[src/design/ots_pkg.sv]
// Operator token scanner: shared types, character codes and lookup functions.
// Used by every module of the scanner. No dependencies.
package ots_pkg;

  localparam int unsigned QueueDepthDefault = 4;

  localparam logic [7:0] ChNewline = 8'h0A;
  localparam logic [7:0] ChQuote   = 8'h22;
  localparam logic [7:0] ChBang    = 8'h21;
  localparam logic [7:0] ChAmp     = 8'h26;
  localparam logic [7:0] ChLParen  = 8'h28;
  localparam logic [7:0] ChRParen  = 8'h29;
  localparam logic [7:0] ChStar    = 8'h2A;
  localparam logic [7:0] ChPlus    = 8'h2B;
  localparam logic [7:0] ChMinus   = 8'h2D;
  localparam logic [7:0] ChSlash   = 8'h2F;
  localparam logic [7:0] ChSemi    = 8'h3B;
  localparam logic [7:0] ChLt      = 8'h3C;
  localparam logic [7:0] ChEq      = 8'h3D;
  localparam logic [7:0] ChGt      = 8'h3E;
  localparam logic [7:0] ChLBrace  = 8'h7B;
  localparam logic [7:0] ChBar     = 8'h7C;
  localparam logic [7:0] ChRBrace  = 8'h7D;

  typedef enum logic [4:0] {
    KindMinus   = 5'd0,
    KindStar    = 5'd1,
    KindPlus    = 5'd2,
    KindSlash   = 5'd3,
    KindLt      = 5'd4,
    KindGt      = 5'd5,
    KindLe      = 5'd6,
    KindGe      = 5'd7,
    KindEqEq    = 5'd8,
    KindNe      = 5'd9,
    KindBang    = 5'd10,
    KindAmp     = 5'd11,
    KindBar     = 5'd12,
    KindAndAnd  = 5'd13,
    KindOrOr    = 5'd14,
    KindLParen  = 5'd15,
    KindRParen  = 5'd16,
    KindLBrace  = 5'd17,
    KindRBrace  = 5'd18,
    KindSemi    = 5'd19,
    KindLiteral = 5'd20,
    KindUnterm  = 5'd21
  } kind_e;

  typedef enum logic [2:0] {
    PendNone = 3'd0,
    PendLt   = 3'd1,
    PendGt   = 3'd2,
    PendEq   = 3'd3,
    PendBang = 3'd4,
    PendAmp  = 3'd5,
    PendBar  = 3'd6
  } pend_e;

  typedef struct packed {
    kind_e       kind;
    logic [15:0] row;
    logic [11:0] col;
    logic [7:0]  len;
  } tok_t;

  // One queue entry: all tokens caused by one input item.
  typedef struct packed {
    logic two;
    tok_t tok0;
    tok_t tok1;
  } run_t;

  function automatic pend_e pend_code(input logic [7:0] b);
    pend_e p;
    case (b)
      ChLt:    p = PendLt;
      ChGt:    p = PendGt;
      ChEq:    p = PendEq;
      ChBang:  p = PendBang;
      ChAmp:   p = PendAmp;
      ChBar:   p = PendBar;
      default: p = PendNone;
    endcase
    return p;
  endfunction

  function automatic logic simple_hit(input logic [7:0] b);
    logic h;
    case (b)
      ChMinus, ChStar, ChPlus, ChSlash, ChLParen, ChRParen,
      ChLBrace, ChRBrace, ChSemi: h = 1'b1;
      default: h = 1'b0;
    endcase
    return h;
  endfunction

  function automatic kind_e simple_kind(input logic [7:0] b);
    kind_e k;
    case (b)
      ChMinus:  k = KindMinus;
      ChStar:   k = KindStar;
      ChPlus:   k = KindPlus;
      ChSlash:  k = KindSlash;
      ChLParen: k = KindLParen;
      ChRParen: k = KindRParen;
      ChLBrace: k = KindLBrace;
      ChRBrace: k = KindRBrace;
      default:  k = KindSemi;
    endcase
    return k;
  endfunction

  // '=' alone and the idle code have no single form.
  function automatic logic single_hit(input pend_e p);
    logic h;
    case (p)
      PendLt, PendGt, PendBang, PendAmp, PendBar: h = 1'b1;
      default: h = 1'b0;
    endcase
    return h;
  endfunction

  function automatic kind_e single_kind(input pend_e p);
    kind_e k;
    case (p)
      PendLt:   k = KindLt;
      PendGt:   k = KindGt;
      PendBang: k = KindBang;
      PendAmp:  k = KindAmp;
      default:  k = KindBar;
    endcase
    return k;
  endfunction

  function automatic logic [7:0] pair_byte(input pend_e p);
    logic [7:0] c;
    case (p)
      PendAmp: c = ChAmp;
      PendBar: c = ChBar;
      default: c = ChEq;
    endcase
    return c;
  endfunction

  function automatic kind_e pair_kind(input pend_e p);
    kind_e k;
    case (p)
      PendLt:   k = KindLe;
      PendGt:   k = KindGe;
      PendEq:   k = KindEqEq;
      PendBang: k = KindNe;
      PendAmp:  k = KindAndAnd;
      default:  k = KindOrOr;
    endcase
    return k;
  endfunction

endpackage

[src/design/ots_front.sv]
// Scanner front end: takes one byte per cycle while take_i is high, tracks
// position, lookahead and literal mode, and writes the tokens of each byte as one run. Uses ots_pkg.
module ots_front (
  input  logic             clk_i,
  input  logic             rst_ni,
  input  logic             take_i,
  input  logic [7:0]       text_byte_i,
  input  logic             end_of_text_i,
  output logic             push_o,
  output ots_pkg::run_t    run_o
);

  ots_pkg::pend_e pend_q, pend_d;
  logic           in_lit_q, in_lit_d;
  logic [15:0]    line_q, line_d;
  logic [11:0]    col_q, col_d;
  logic [11:0]    scol_q, scol_d;
  logic [15:0]    srow_q, srow_d;
  logic [7:0]     cnt_q, cnt_d;

  logic           have_a, have_b;
  ots_pkg::tok_t  tok_a, tok_b;

  always_comb begin
    logic pend_live;
    logic fresh;
    pend_d    = pend_q;
    in_lit_d  = in_lit_q;
    line_d    = line_q;
    col_d     = col_q;
    scol_d    = scol_q;
    srow_d    = srow_q;
    cnt_d     = cnt_q;
    have_a    = 1'b0;
    have_b    = 1'b0;
    tok_a     = '{kind: ots_pkg::KindMinus, row: srow_q, col: scol_q, len: 8'd1};
    tok_b     = '{kind: ots_pkg::KindMinus, row: line_q, col: col_q, len: 8'd1};
    pend_live = ots_pkg::single_hit(pend_q) || (pend_q == ots_pkg::PendEq);
    fresh     = 1'b1;

    if (end_of_text_i) begin
      have_a     = ots_pkg::single_hit(pend_q);
      tok_a.kind = ots_pkg::single_kind(pend_q);
      have_b     = in_lit_q;
      tok_b      = '{kind: ots_pkg::KindUnterm, row: srow_q, col: scol_q, len: cnt_q};
      pend_d     = ots_pkg::PendNone;
      in_lit_d   = 1'b0;
      line_d     = 16'd1;
      col_d      = '0;
      scol_d     = '0;
      srow_d     = 16'd1;
      cnt_d      = '0;
    end else begin
      if (col_q != '1) col_d = col_q + 12'd1;
      if (text_byte_i == ots_pkg::ChNewline) begin
        if (line_q != '1) line_d = line_q + 16'd1;
        col_d = '0;
      end

      if (in_lit_q) begin
        if (cnt_q != '1) cnt_d = cnt_q + 8'd1;
        if (text_byte_i == ots_pkg::ChQuote) begin
          have_b   = 1'b1;
          tok_b    = '{kind: ots_pkg::KindLiteral, row: srow_q, col: scol_q, len: cnt_d};
          in_lit_d = 1'b0;
          cnt_d    = '0;
        end
      end else begin
        pend_d = ots_pkg::PendNone;
        if (pend_live) begin
          if (text_byte_i == ots_pkg::pair_byte(pend_q)) begin
            have_a     = 1'b1;
            tok_a.kind = ots_pkg::pair_kind(pend_q);
            tok_a.len  = 8'd2;
            fresh      = 1'b0;
          end else begin
            have_a     = ots_pkg::single_hit(pend_q);
            tok_a.kind = ots_pkg::single_kind(pend_q);
          end
        end
        if (fresh) begin
          if (ots_pkg::simple_hit(text_byte_i)) begin
            have_b = 1'b1;
            tok_b  = '{kind: ots_pkg::simple_kind(text_byte_i), row: line_d, col: col_d,
                       len: 8'd1};
          end else if (ots_pkg::pend_code(text_byte_i) != ots_pkg::PendNone) begin
            pend_d = ots_pkg::pend_code(text_byte_i);
            srow_d = line_d;
            scol_d = col_d;
          end else if (text_byte_i == ots_pkg::ChQuote) begin
            in_lit_d = 1'b1;
            cnt_d    = 8'd1;
            srow_d   = line_d;
            scol_d   = col_d;
          end
        end
      end
    end
  end

  assign push_o   = take_i && (have_a || have_b);
  assign run_o.two  = have_a && have_b;
  assign run_o.tok0 = have_a ? tok_a : tok_b;
  assign run_o.tok1 = tok_b;

  always_ff @(posedge clk_i or negedge rst_ni) begin
    if (!rst_ni) begin
      pend_q   <= ots_pkg::PendNone;
      in_lit_q <= 1'b0;
      line_q   <= 16'd1;
      col_q    <= '0;
      scol_q   <= '0;
      srow_q   <= 16'd1;
      cnt_q    <= '0;
    end else if (take_i) begin
      pend_q   <= pend_d;
      in_lit_q <= in_lit_d;
      line_q   <= line_d;
      col_q    <= col_d;
      scol_q   <= scol_d;
      srow_q   <= srow_d;
      cnt_q    <= cnt_d;
    end
  end

  a_lit_no_pend: assert property (@(posedge clk_i) disable iff (!rst_ni)
    in_lit_q |-> pend_q == ots_pkg::PendNone)
    else $error("operator pending inside literal");

  a_lit_count: assert property (@(posedge clk_i) disable iff (!rst_ni)
    in_lit_q |-> cnt_q != '0)
    else $error("open literal with zero length");

endmodule

[src/design/ots_queue.sv]
// Short run queue between scanner front and back ends, register storage.
// Uses ots_pkg for the entry type.
module ots_queue #(
  parameter int unsigned Depth = ots_pkg::QueueDepthDefault
) (
  input  logic          clk_i,
  input  logic          rst_ni,
  input  logic          push_i,
  input  ots_pkg::run_t data_i,
  output logic          full_o,
  input  logic          pop_i,
  output logic          valid_o,
  output ots_pkg::run_t data_o
);

  localparam int unsigned PtrW = (Depth > 1) ? $clog2(Depth) : 1;
  localparam int unsigned CntW = $clog2(Depth + 1);

  ots_pkg::run_t  mem_q [Depth];
  logic [PtrW-1:0] wr_q, wr_d, rd_q, rd_d;
  logic [CntW-1:0] cnt_q, cnt_d;
  logic            do_push, do_pop;

  assign full_o  = (cnt_q == CntW'(Depth));
  assign valid_o = (cnt_q != '0);
  assign data_o  = mem_q[rd_q];
  assign do_push = push_i && !full_o;
  assign do_pop  = pop_i && valid_o;

  always_comb begin
    wr_d  = wr_q;
    rd_d  = rd_q;
    cnt_d = cnt_q;
    if (do_push) wr_d = (wr_q == PtrW'(Depth - 1)) ? '0 : wr_q + PtrW'(1);
    if (do_pop)  rd_d = (rd_q == PtrW'(Depth - 1)) ? '0 : rd_q + PtrW'(1);
    if (do_push && !do_pop) cnt_d = cnt_q + CntW'(1);
    if (do_pop && !do_push) cnt_d = cnt_q - CntW'(1);
  end

  always_ff @(posedge clk_i or negedge rst_ni) begin
    if (!rst_ni) begin
      wr_q  <= '0;
      rd_q  <= '0;
      cnt_q <= '0;
    end else begin
      wr_q  <= wr_d;
      rd_q  <= rd_d;
      cnt_q <= cnt_d;
    end
  end

  always_ff @(posedge clk_i) begin
    if (do_push) mem_q[wr_q] <= data_i;
  end

  a_cnt_range: assert property (@(posedge clk_i) disable iff (!rst_ni)
    cnt_q <= CntW'(Depth))
    else $error("queue count out of range");

  a_ptr_gap: assert property (@(posedge clk_i) disable iff (!rst_ni)
    (cnt_q == '0) |-> (wr_q == rd_q))
    else $error("empty queue with pointers apart");

endmodule

[src/design/ots_back.sv]
// Scanner back end: splits each queued run into tokens, one per cycle while
// the receiver is ready, into the output register. Uses ots_pkg.
module ots_back (
  input  logic          clk_i,
  input  logic          rst_ni,
  input  logic          q_valid_i,
  input  ots_pkg::run_t q_data_i,
  output logic          q_pop_o,
  output logic          out_valid_o,
  input  logic          out_ready_i,
  output ots_pkg::tok_t tok_o,
  output logic          last_o
);

  logic          valid_q, valid_d;
  logic          sel_q, sel_d;
  logic          last_q;
  ots_pkg::tok_t tok_q;
  logic          load, last_sel;

  assign load     = !valid_q || out_ready_i;
  assign last_sel = !q_data_i.two || sel_q;
  assign q_pop_o  = load && q_valid_i && last_sel;
  assign valid_d  = load ? q_valid_i : valid_q;
  assign sel_d    = (load && q_valid_i) ? !last_sel : sel_q;

  always_ff @(posedge clk_i or negedge rst_ni) begin
    if (!rst_ni) begin
      valid_q <= 1'b0;
      sel_q   <= 1'b0;
    end else begin
      valid_q <= valid_d;
      sel_q   <= sel_d;
    end
  end

  always_ff @(posedge clk_i) begin
    if (load && q_valid_i) begin
      tok_q  <= sel_q ? q_data_i.tok1 : q_data_i.tok0;
      last_q <= last_sel;
    end
  end

  assign out_valid_o = valid_q;
  assign tok_o       = tok_q;
  assign last_o      = last_q;

  a_sel_head: assert property (@(posedge clk_i) disable iff (!rst_ni)
    sel_q |-> (q_valid_i && q_data_i.two))
    else $error("second token selected without a two-token run");

  a_sel_follows: assert property (@(posedge clk_i) disable iff (!rst_ni)
    $rose(sel_q) |-> (valid_q && !last_q))
    else $error("second token pending without first shown");

endmodule

[src/design/operator_token_scanner.sv]
// Operator token scanner, top level: front end, run queue and back end.
// Uses ots_pkg, ots_front, ots_queue, ots_back.
//
// Input channel: one source byte per item (text_byte_i), or an end marker
// (end_of_text_i) that flushes a pending operator or open literal and
// returns position and mode to their start values.
// Output channel: one token per item, with kind, row, column and length;
// last_of_run_o marks the final token caused by one input item.
// Each input item causes zero, one or two tokens.
// Throughput: one input item per cycle while the run queue has room; the
// output side emits one token per cycle while the receiver is ready. Each
// run is registered in the queue, then each token in the output register.
// The run queue (QueueDepth entries) lets the input keep flowing while the
// receiver stalls; when it fills, in_ready_o drops until tokens drain.
// Reset clears position to row 1, column 0, the queue and out_valid_o. The
// user must have no item accepted during reset; the block does not enforce it.
module operator_token_scanner #(
  parameter int unsigned QueueDepth = ots_pkg::QueueDepthDefault
) (
  input  logic        clk_i,
  input  logic        rst_ni,
  input  logic        in_valid_i,
  output logic        in_ready_o,
  input  logic [7:0]  text_byte_i,
  input  logic        end_of_text_i,
  output logic        out_valid_o,
  input  logic        out_ready_i,
  output logic [4:0]  token_kind_o,
  output logic [15:0] token_row_o,
  output logic [11:0] token_column_o,
  output logic [7:0]  token_length_o,
  output logic        last_of_run_o
);

  logic          q_full, q_push, q_valid, q_pop, take;
  ots_pkg::run_t run_in, run_out;
  ots_pkg::tok_t tok;

  assign in_ready_o = !q_full;
  assign take       = in_valid_i && in_ready_o;

  ots_front u_front (
    .clk_i         (clk_i),
    .rst_ni        (rst_ni),
    .take_i        (take),
    .text_byte_i   (text_byte_i),
    .end_of_text_i (end_of_text_i),
    .push_o        (q_push),
    .run_o         (run_in)
  );

  ots_queue #(
    .Depth (QueueDepth)
  ) u_queue (
    .clk_i   (clk_i),
    .rst_ni  (rst_ni),
    .push_i  (q_push),
    .data_i  (run_in),
    .full_o  (q_full),
    .pop_i   (q_pop),
    .valid_o (q_valid),
    .data_o  (run_out)
  );

  ots_back u_back (
    .clk_i       (clk_i),
    .rst_ni      (rst_ni),
    .q_valid_i   (q_valid),
    .q_data_i    (run_out),
    .q_pop_o     (q_pop),
    .out_valid_o (out_valid_o),
    .out_ready_i (out_ready_i),
    .tok_o       (tok),
    .last_o      (last_of_run_o)
  );

  assign token_kind_o   = tok.kind;
  assign token_row_o    = tok.row;
  assign token_column_o = tok.col;
  assign token_length_o = tok.len;

endmodule

[config.mk]
export PLATFORM = sky130hd
export DESIGN_NAME = operator_token_scanner
export DESIGN_NICKNAME = d
export VERILOG_FILES = /design/src/design/ots_pkg.sv /design/src/design/ots_front.sv /design/src/design/ots_queue.sv /design/src/design/ots_back.sv /design/src/design/operator_token_scanner.sv
export SDC_FILE = /design/constraint.sdc
export NUM_CORES = 1
export LEC_CHECK = 0
export BUFFER_PORTS_ARGS = -buffer_cell sky130_fd_sc_hd__buf_2
export CAP_MARGIN = 5
export CORE_MARGIN = 3
export CORE_UTILIZATION = 45
export CTS_BUF_LIST = sky130_fd_sc_hd__clkbuf_8
export CTS_CLUSTER_SIZE = 25
export DETAILED_ROUTE_END_ITERATION = 6
export GPL_TIMING_DRIVEN = 1
export PLACE_DENSITY = 0.59
export SKIP_CTS_REPAIR_TIMING = 1
export SLEW_MARGIN = 10
export SYNTH_ARGS = -nofsm -noshare
export SYNTH_HDL_FRONTEND = slang
export SYNTH_HIERARCHICAL = 1
export SYNTH_SLANG_ARGS = --single-unit
[constraint.sdc]
create_clock -name clk_i -period 6.8 [get_ports clk_i]
set_clock_uncertainty 0.15 [all_clocks]
set_input_delay 0 -clock clk_i [delete_from_list [all_inputs] [get_ports clk_i]]
set_output_delay 0 -clock clk_i [all_outputs]
set_load 0.02 [all_outputs]
==> metrics.txt, run 1 <==
grt ovf=0; RSZ-0062 raised after global routing=no; Final Setup Violations=0; Startpoint Class=flop; Slew @ Worst Pin=1.12 ns; area leader, netlist=edfxtp_1; final hold viol count=0; DP HPWL=25200 um; CTS buffer count=75; drt first pass iters=5; vias in the first global route=11521; global-route usage over all layers=0.187; Tmin final=4.36 ns; Synth top area share=0.562; post-layout util=0.513; DRT iter0 DRCs=682; share of cells above drive strength 1=0.250; P_leak=7.96 nW; Ys Warns=6; die height=217 um; Area contributors post-synth=edfxtp_1 56%, dfrtp_1 9.4%, mux4_2 9.4%; Post-Synthesis Cells=1260; fmax=0.230 GHz; setup TNS=0 ns; worst path arrival time=4.48 ns; Worst-path clk slew=0.06 ns; CTS tree=done; per-cell routed wire length=21.9 um; # IOs=57; EDFF count, synth=374; highest ir drop seen on vdd=0.557 mV; Critical Path RT=6.92 ns; ys async rst share=0.171; Avg Cell Area, Syn=15.9 um^2; Final period util=0.641; number of vias per cell=5.70; final wirelength=43600 um; Worst Reg-to-Reg Cells=7; Port Buffers=56; first-pass GRT wire length=67600 um; Layout area overhead=11.6%; Max FO, Critical Path=62; top_reg_cell synth=edfxtp_1; die width=217 um; Root Buffer=clkbuf_8; max cap viols=0; Critical Path Start=u_front/pend_q[0]$_DFFE_PN0P_; via count=11363; min-delay worst type=primary input to flop; Syn Nets=1283; Max Slew Vio Count=0; Hold Crit Start=text_byte_i[7]; RR Startpoint=u_front/pend_q[0]$_DFFE_PN0P_; Worst-Skew Late Latency=0.62 ns; Placer Congestion=0.879; Seq cells post-synth=451; Max Root-Sink Buffers=3; # H-tree levels=3; status=complete, no violations; Power Dens Cells=378 mW/mm^2; Slew HR=0.249; Starting Density=0.460; initial antenna violation count=1; Worst setup EP type=flop; number of cell rows=76; detailed-route DRC error count=0; pin count of the biggest net entering global routing=63; ANT cells=0; post-synthesis cell type count=91; die area=0.0469 mm^2; # nets final=1370; post-synthesis cell area=0.0200 mm^2; core area=0.0435 mm^2; critical path class=flop to flop; Num Clock Sinks=451; Detail Route Antenna Nets=0; hold path depth=6; sequential share of the synthesized area=0.659
[metal layers]
layer,GRT usage,vias to the layer above,share of wire
met2,0.293,326,0.47
met1,0.266,5825,0.45
met5,0,-,0
met4,0.0560,0,0.021
li1,-,5144,-
met3,0.0380,68,0.058
[cell usage after synthesis (all sizes together), types with 9 or more instances]
library cell and count:
nand3 25, buf 35, edfxtp 374, a21oi 33, o21ai 47, nand4 14, inv 39, nand2 99
clkbuf 40, ha 9, xnor2 13, and4 9, mux2 61, o22ai 23, a31oi 12, nand2b 9
o31ai 12, dfrtp 75, nor3 20, nor2 46, nor2b 9, mux2i 9, o2bb2ai 33, and3 12
mux4 83
[worst max-delay path, cell delays in order, from the launching register on]
cell and delay, ns:
dfrtp_1 0.59, nand3b_1 0.19, xor2_1 0.17, nand4b_1 0.46, o31a_1 0.44, a21boi_0 0.45, and3_4 1.05, buf_4 0.48
[flip-flops by register name (all words and copies together), names as in the netlist, 2 cells and up]
| signal | flops |
|---|---|
| u_back/tok_o | 41 |
| u_queue/rd_q | 2 |
| u_front/cnt_q | 8 |
| u_front/pend_q | 3 |
| u_front/col_q | 12 |
| u_queue/mem_q | 332 |
| u_front/srow_q | 16 |
| u_front/scol_q | 12 |
| u_queue/cnt_q | 3 |
| u_queue/wr_q | 2 |
| u_front/line_q | 16 |
[cells in the final DEF (no fill, tap or decap), types with 6 or more instances in the layout]
master | synthesis | layout
a211oi_1 | 8 | 8
a21o_1 | 8 | 8
a21oi_1 | 33 | 33
a22o_1 | 6 | 6
a31oi_1 | 12 | 12
and2_1 | 6 | 6
and3_1 | 8 | 8
and4_1 | 9 | 9
buf_2 | 18 | 55
buf_4 | 3 | 16
clkbuf_8 | 0 | 83
clkinv_1 | 2 | 12
dfrtp_1 | 75 | 72
dlygate4sd3_1 | 0 | 13
edfxtp_1 | 374 | 374
ha_1 | 9 | 9
inv_1 | 39 | 70
mux2_2 | 20 | 20
mux2_4 | 41 | 41
mux2i_1 | 9 | 9
mux4_2 | 83 | 83
nand2_1 | 98 | 98
nand2b_1 | 9 | 9
nand3_1 | 25 | 25
nand3b_1 | 6 | 6
nand4_1 | 14 | 14
nor2_1 | 44 | 44
nor2b_1 | 9 | 8
nor3_1 | 17 | 17
o21ai_0 | 46 | 46
o22ai_1 | 23 | 23
o2bb2ai_1 | 32 | 32
o31ai_1 | 10 | 10
xnor2_1 | 13 | 13
xor2_1 | 8 | 8
[metrics by stage]
stage          hold WS, ns  cell area [um^2]  setup WS (ns)  instances  power [mW]
4_1_cts             -0.810             22100           2.48       1978        8.54
3_5_place_dp        -0.123             20700           2.50       1841        6.24
3_3_place_gp        -0.134             20700           2.55       1841        6.21
6_report            0.0373             22300           2.44       1992        8.42
5_1_grt            0.00394             22300           2.21       1992        8.87
2_1_floorplan       -0.446             20000           3.21       1260        5.63
[layout make-up]
class | instances | area [um^2]
repair buffers | 85 | 553
clock buffers | 83 | 1140
well taps | 585 | 732
multi-input cells | 693 | 6250
fillers | 3635 | 21200
clock inverters | 54 | 283
inverters | 41 | 154
flip-flops and latches | 451 | 13200
[report_power, final]
part           switching [mW]  internal (mW)  leakage, nW  total [mW]
Clock                    1.06           1.20        0.840        2.26
Sequential              0.272           3.51         4.54        3.79
Combinational            1.27           1.10         2.58        2.37
Total                    2.61           5.81         7.96        8.42
[worst paths after layout]
check	endpoint	slack, ns
worst max-delay path	u_queue/mem_q[2][2]$_DFFE_PP_	2.44
min in group asynchronous	u_front/line_q[0]$_DFFE_PN1P_	0.36
worst min-delay path	u_front/in_lit_q$_DFFE_PN0P_	0.04
max in group asynchronous	u_queue/rd_q[1]$_DFFE_PN0P_	5.47
worst max register to register	u_queue/mem_q[2][2]$_DFFE_PP_	2.44
worst min register to register	u_queue/cnt_q[2]$_DFFE_PN0P_	0.33
[cell families (layout without fill, tap and decap cells)]
group	count (synthesis)	after routing	share of synthesized area
buf+inv	116	263	0.0301
fa+ha+maj	11	11	0.00714
mux	153	153	0.140
simple gates	290	290	0.0771
compound gates	218	218	0.0774
flops	451	451	0.659
xor+xnor	21	21	0.00921
Note: power is estimated with default switching activity, not from simulation.
==> run 2, diff against run 1 <==
--- a/config.mk
+++ b/config.mk
@@ -13,7 +13,7 @@
 export CTS_CLUSTER_SIZE = 25
 export DETAILED_ROUTE_END_ITERATION = 6
 export GPL_TIMING_DRIVEN = 1
-export PLACE_DENSITY = 0.59
+export PLACE_DENSITY = 0.61
 export SKIP_CTS_REPAIR_TIMING = 1
 export SLEW_MARGIN = 10
 export SYNTH_ARGS = -nofsm -noshare
==> constraint.sdc (replaced) <==
create_clock -name clk_i -period 3.85 [get_ports clk_i]
set_clock_uncertainty 0.15 [all_clocks]
set_input_delay 0 -clock clk_i [delete_from_list [all_inputs] [get_ports clk_i]]
set_output_delay 0 -clock clk_i [all_outputs]
set_load 0.02 [all_outputs]
==> run 2 against run 1 <==
Compared with the run above: the run now ends with hold timing left; sequential cell count unchanged; cell count rose by 1.2%; fmax rose by 31%; clock power up 75%; critical endpoint is now u_queue/mem_q[2][80]$_DFFE_PP_.
==> metrics.txt, run 2 (synthesis gave the netlist of run 1 again) <==
ANT cells=0; most common cell after layout, fill and taps aside=edfxtp_1; worst setup margin=0.534 ns; Most common cell on crit path=buf_4; initial antenna violation count=1; max cap viols=0; Num Clock Sinks=451; per-cell routed wire length=21.4 um; Reg with most FFs=u_queue/mem_q; global-route usage over all layers=0.185; post-layout util=0.518; drt first pass iters=5; Root Buffer=clkbuf_8; Placer Congestion=0.865; busiest layer in global routing=met2; switching fraction of total power=0.311; Starting Density=0.460; CTS buffer count=76; number of vias per cell=5.69; RR Startpoint=u_front/pend_q[0]$_DFFE_PN0P_; die area=0.0469 mm^2; die width=217 um; Power Dens Cells=661 mW/mm^2; Worst-path clk slew=0.06 ns; slowest cell on the critical path=a2111oi_0; core area=0.0435 mm^2; setup TNS=0 ns; total chip power=14.9 mW; Worst R2R Setup Slack=0.53 ns; vias in the first global route=11455; Port Buffers=56; global routing usage on met1=0.269; Critical Path RT=4.17 ns; Worst Reg-to-Reg Cells=7; first-pass GRT wire length=67100 um; min-delay worst type=primary input to flop; Max FO, Critical Path=25; detailed-route DRC error count=0; via count=11480; Sequential Power Share=0.440; fmax=0.302 GHz; Worst setup EP type=flop; pin count of the biggest net entering global routing=86; Max Root-Sink Buffers=3; Startpoint Class=flop; Final Setup Violations=0; DP HPWL=25300 um; RSZ-0062 raised after global routing=no; Worst-Skew Late Latency=0.64 ns; Comb pwr share=0.295; grt ovf=0; highest ir drop seen on vdd=0.650 mV; # IOs=57; Slew HR=0.229; violated checks=hold timing; Slew @ Worst Pin=1.13 ns; number of cell rows=76; pre-CTS WS=0.565 ns; highest-count cells in the layout ignoring fill and taps=374 x edfxtp_1, 98 x nand2_1, 83 x mux4_2; Clk pwr share=0.265; share of cells above drive strength 1=0.262; Hold Crit Start=text_byte_i[2]; CP max stage delay=0.98 ns; status=finished, violations left; final hold viol count=1; DRT iter0 DRCs=913; # nets final=1391; critical path class=flop to flop; P_sw=4.62 mW; max FFs per register=332; P_leak=8.04 nW; grt met3 use=0.0388; GR Util met2=0.283; worst path arrival time=3.63 ns; Cell Chain, Critical Path=nor3_1, nand2b_1, o31a_1, buf_4, a2111oi_0, buf_4, a21o_1; Tmin final=3.32 ns; CTS tree=done; Max Slew Vio Count=0; # H-tree levels=3; hold path depth=5; final hold slack=-0.00306 ns; end of the worst hold path=u_front/pend_q[2]$_DFFE_PN0P_; P_int=10.3 mW; Detail Route Antenna Nets=0; final wirelength=43200 um; Layout area overhead=12.8%; die height=217 um; Reg-to-Reg End=u_queue/mem_q[2][80]$_DFFE_PP_; Final period util=0.861
==> run 2: cell types whose count changed in the layout (fill, tap and decap cells not counted), moves of 3 or more <==
cell	before	now
buf_4	16	28
clkinv_1	12	23
buf_12	0	9
inv_1	70	61
clkbuf_8	83	79
clkinv_2	5	9
clkinvlp_4	3	6
==> run 2: per-layer routing <==
layer,up-vias,wire (um)
li1,5196,-
met1,5889,19700
met2,321,20200
met3,72,2390
met4,2,900
met5,-,13
==> run 2: how the worst max path moves through the flow <==
stage | slack, ns | start | end | cells past startpoint
3_5_place_dp | 0.57 | u_front/pend_q[0]$_DFFE_PN0P_ | u_queue/mem_q[1][80]$_DFFE_PP_ | 8
2_1_floorplan | 0.26 | u_front/pend_q[1]$_DFFE_PN0P_ | u_queue/mem_q[0][0]$_DFFE_PP_ | 8
6_report | 0.53 | u_front/pend_q[0]$_DFFE_PN0P_ | u_queue/mem_q[2][80]$_DFFE_PP_ | 7
4_1_cts | 0.54 | u_front/pend_q[0]$_DFFE_PN0P_ | u_queue/mem_q[2][80]$_DFFE_PP_ | 8
5_1_grt | 0.46 | u_front/col_q[0]$_DFFE_PN0P_ | u_queue/mem_q[2][50]$_DFFE_PP_ | 7
3_3_place_gp | 0.62 | u_front/pend_q[0]$_DFFE_PN0P_ | u_queue/mem_q[0][80]$_DFFE_PP_ | 8
==> run 2: final cells by class <==
cell class | instances | area, um^2
fillers | 3611 | 20900
flip-flops and latches | 451 | 13200
multi-input cells | 693 | 6250
clock buffers | 79 | 1090
repair buffers | 105 | 813
well taps | 585 | 732
clock inverters | 62 | 324
inverters | 41 | 154
==> run 2: through the flow <==
| stage | instances | instance area [um^2] |
|---|---|---|
| floorplan | 1260 | 20000 |
| global placement | 1862 | 21000 |
| detailed placement | 1862 | 21000 |
| CTS | 2003 | 22400 |
| global route | 2016 | 22500 |
| finish | 2016 | 22500 |
==> run 2: worst max-delay path, delay by kind of cell (launching register included) <==
family	cells	cell delay, ns
buf+inv	2	0.51
flops	1	0.59
simple gates	2	0.44
compound gates	3	1.47
==> run 2: power groups by stage <==
stage               logic, mW  registers (mW)  clock network, mW
finish                   4.39            6.55               3.95
global route             4.74            6.63               4.31
CTS                      4.46            6.56               4.09
detailed placement       4.43            6.65                  0
global placement         4.42            6.63                  0
floorplan                3.13            6.82                  0
==> run 3, diff against run 2 <==
--- a/config.mk
+++ b/config.mk
@@ -6,7 +6,6 @@
 export NUM_CORES = 1
 export LEC_CHECK = 0
 export BUFFER_PORTS_ARGS = -buffer_cell sky130_fd_sc_hd__buf_2
-export CAP_MARGIN = 5
 export CORE_MARGIN = 3
 export CORE_UTILIZATION = 45
 export CTS_BUF_LIST = sky130_fd_sc_hd__clkbuf_8
@@ -14,6 +13,7 @@
 export DETAILED_ROUTE_END_ITERATION = 6
 export GPL_TIMING_DRIVEN = 1
 export PLACE_DENSITY = 0.61
+export REMOVE_ABC_BUFFERS = 1
 export SKIP_CTS_REPAIR_TIMING = 1
 export SLEW_MARGIN = 10
 export SYNTH_ARGS = -nofsm -noshare
==> run 3 against run 2 <==
Compared with the run above: critical endpoint is now u_queue/mem_q[2][45]$_DFFE_PP_; non-clock buffer count shrank 7; clock-buffer cell count down 3; die area is the same; via count decreased by 0.99%; the run still ends with hold timing left; sequential cell count did not move; global-route usage is 0.12 points lower; sequential power shrank 0.8%; register-to-register slack about the same; critical path depth is 3 higher; setup slack worse by 0.035 ns; sequential share of layout area about the same; fmax shrank 1.1%.
==> metrics.txt, run 3 (synthesis gave the netlist of run 1 again) <==
Reg with most FFs=u_queue/mem_q; share of cells above drive strength 1=0.260; hold path depth=3; RSZ-0062 raised after global routing=no; Max Slew Vio Count=0; drt first pass iters=5; vias in the first global route=11683; status=finished, violations left; P_leak=8.04 nW; Tmin final=3.35 ns; # H-tree levels=3; final hold viol count=8; max FFs per register=332; # IOs=57; first-pass GRT wire length=67000 um; final hold slack=-0.0421 ns; Worst setup EP type=flop; violated checks=hold timing; CTS buffer count=74; number of vias per cell=5.67; Power Dens Cells=670 mW/mm^2; max cap viols=0; DP HPWL=25000 um; ANT cells=0; Num Clock Sinks=451; die height=217 um; number of cell rows=76; Worst-Skew Late Latency=0.62 ns; initial antenna violation count=1; Detail Route Antenna Nets=0; critical path class=primary input to flop; total chip power=15.1 mW; fmax=0.298 GHz; post-layout util=0.519; Root Buffer=clkbuf_8; Critical Path RT=3.99 ns; final wirelength=42300 um; Final Setup Violations=0; Non-Filler Instances=2003; worst path arrival time=3.49 ns; Slew @ Worst Pin=1.02 ns; Worst Reg-to-Reg Cells=7; placed instance count=1854; die width=217 um; most common cell after layout, fill and taps aside=edfxtp_1; highest-count cells in the layout ignoring fill and taps=374 x edfxtp_1, 98 x nand2_1, 83 x mux4_2; per-cell routed wire length=21.1 um; # nets final=1382; highest ir drop seen on vdd=0.459 mV; grt ovf=0; min-delay worst type=primary input to flop; via count=11366; pin count of the biggest net entering global routing=86; core area=0.0435 mm^2; global-route usage over all layers=0.183; fin area=0.0225 mm^2; DP Area=0.0209 mm^2; Placer Congestion=0.924; Startpoint Class=primary input; Final period util=0.871; Starting Density=0.460; Port Buffers=56; Worst-path clk slew=0.06 ns; Layout area overhead=12.9%; CTS tree=done; Max Root-Sink Buffers=3; Slew HR=0.306; Max FO, Critical Path=33; detailed-route DRC error count=0; DRT iter0 DRCs=932; die area=0.0469 mm^2
run 3: final timing paths:
| check | startpoint | to | slack, ns |
|---|---|---|---|
| worst max-delay path | text_byte_i[2] | u_queue/mem_q[2][45]$_DFFE_PP_ | 0.50 |
| worst max register to register | u_front/pend_q[0]$_DFFE_PN0P_ | u_queue/mem_q[1][80]$_DFFE_PP_ | 0.53 |
| min in group asynchronous | rst_ni | u_front/cnt_q[6]$_DFFE_PN0P_ | 0.34 |
| max in group asynchronous | rst_ni | u_front/srow_q[0]$_DFFE_PN1P_ | 2.70 |
| worst min register to register | u_queue/cnt_q[2]$_DFFE_PN0P_ | u_queue/cnt_q[2]$_DFFE_PN0P_ | 0.33 |
| worst min-delay path | text_byte_i[1] | u_queue/mem_q[2][37]$_DFFE_PP_ | -0.04 |
run 3: through the flow:
stage                     TNS, ns  setup WS, ns
final                           0         0.498
after global routing            0         0.148
after CTS                       0         0.559
after detailed placement        0         0.359
after global placement          0         0.476
after floorplan           -179.31         -1.75
run 3: worst max-delay path: stages:
cell and delay, ns:
dlygate4sd3_1 0.54, buf_2 0.21, o21ba_2 0.24, a211oi_1 0.58
nor2_1 0.24, nor2_1 0.13, o21ai_0 0.11, a21boi_0 0.49
and3_4 0.59, buf_12 0.27
run 3: cell type report:
| type | instances | area (um^2) |
|---|---|---|
| inverter | 41 | 154 |
| fill | 3588 | 20900 |
| multi-input combinational | 693 | 6240 |
| clock inverter | 59 | 450 |
| sequential | 451 | 13200 |
| tap | 585 | 732 |
| clock buffer | 76 | 1050 |
| timing repair buffer | 98 | 751 |
run 3: power breakdown:
group,internal [mW],total (mW),switching (mW)
clock network,2.33,4.23,1.91
registers,6.20,6.50,0.302
logic,1.99,4.36,2.36
total,10.5,15.1,4.57
run 3: layer usage:
metal | wire, um | vias to the layer above | track usage | part of all wire
met5 | 13 | - | 0 | 0.00031
met3 | 2310 | 83 | 0.0334 | 0.055
li1 | - | 5167 | - | -
met2 | 20200 | 321 | 0.287 | 0.48
met1 | 18800 | 5793 | 0.261 | 0.44
met4 | 1020 | 2 | 0.0633 | 0.024
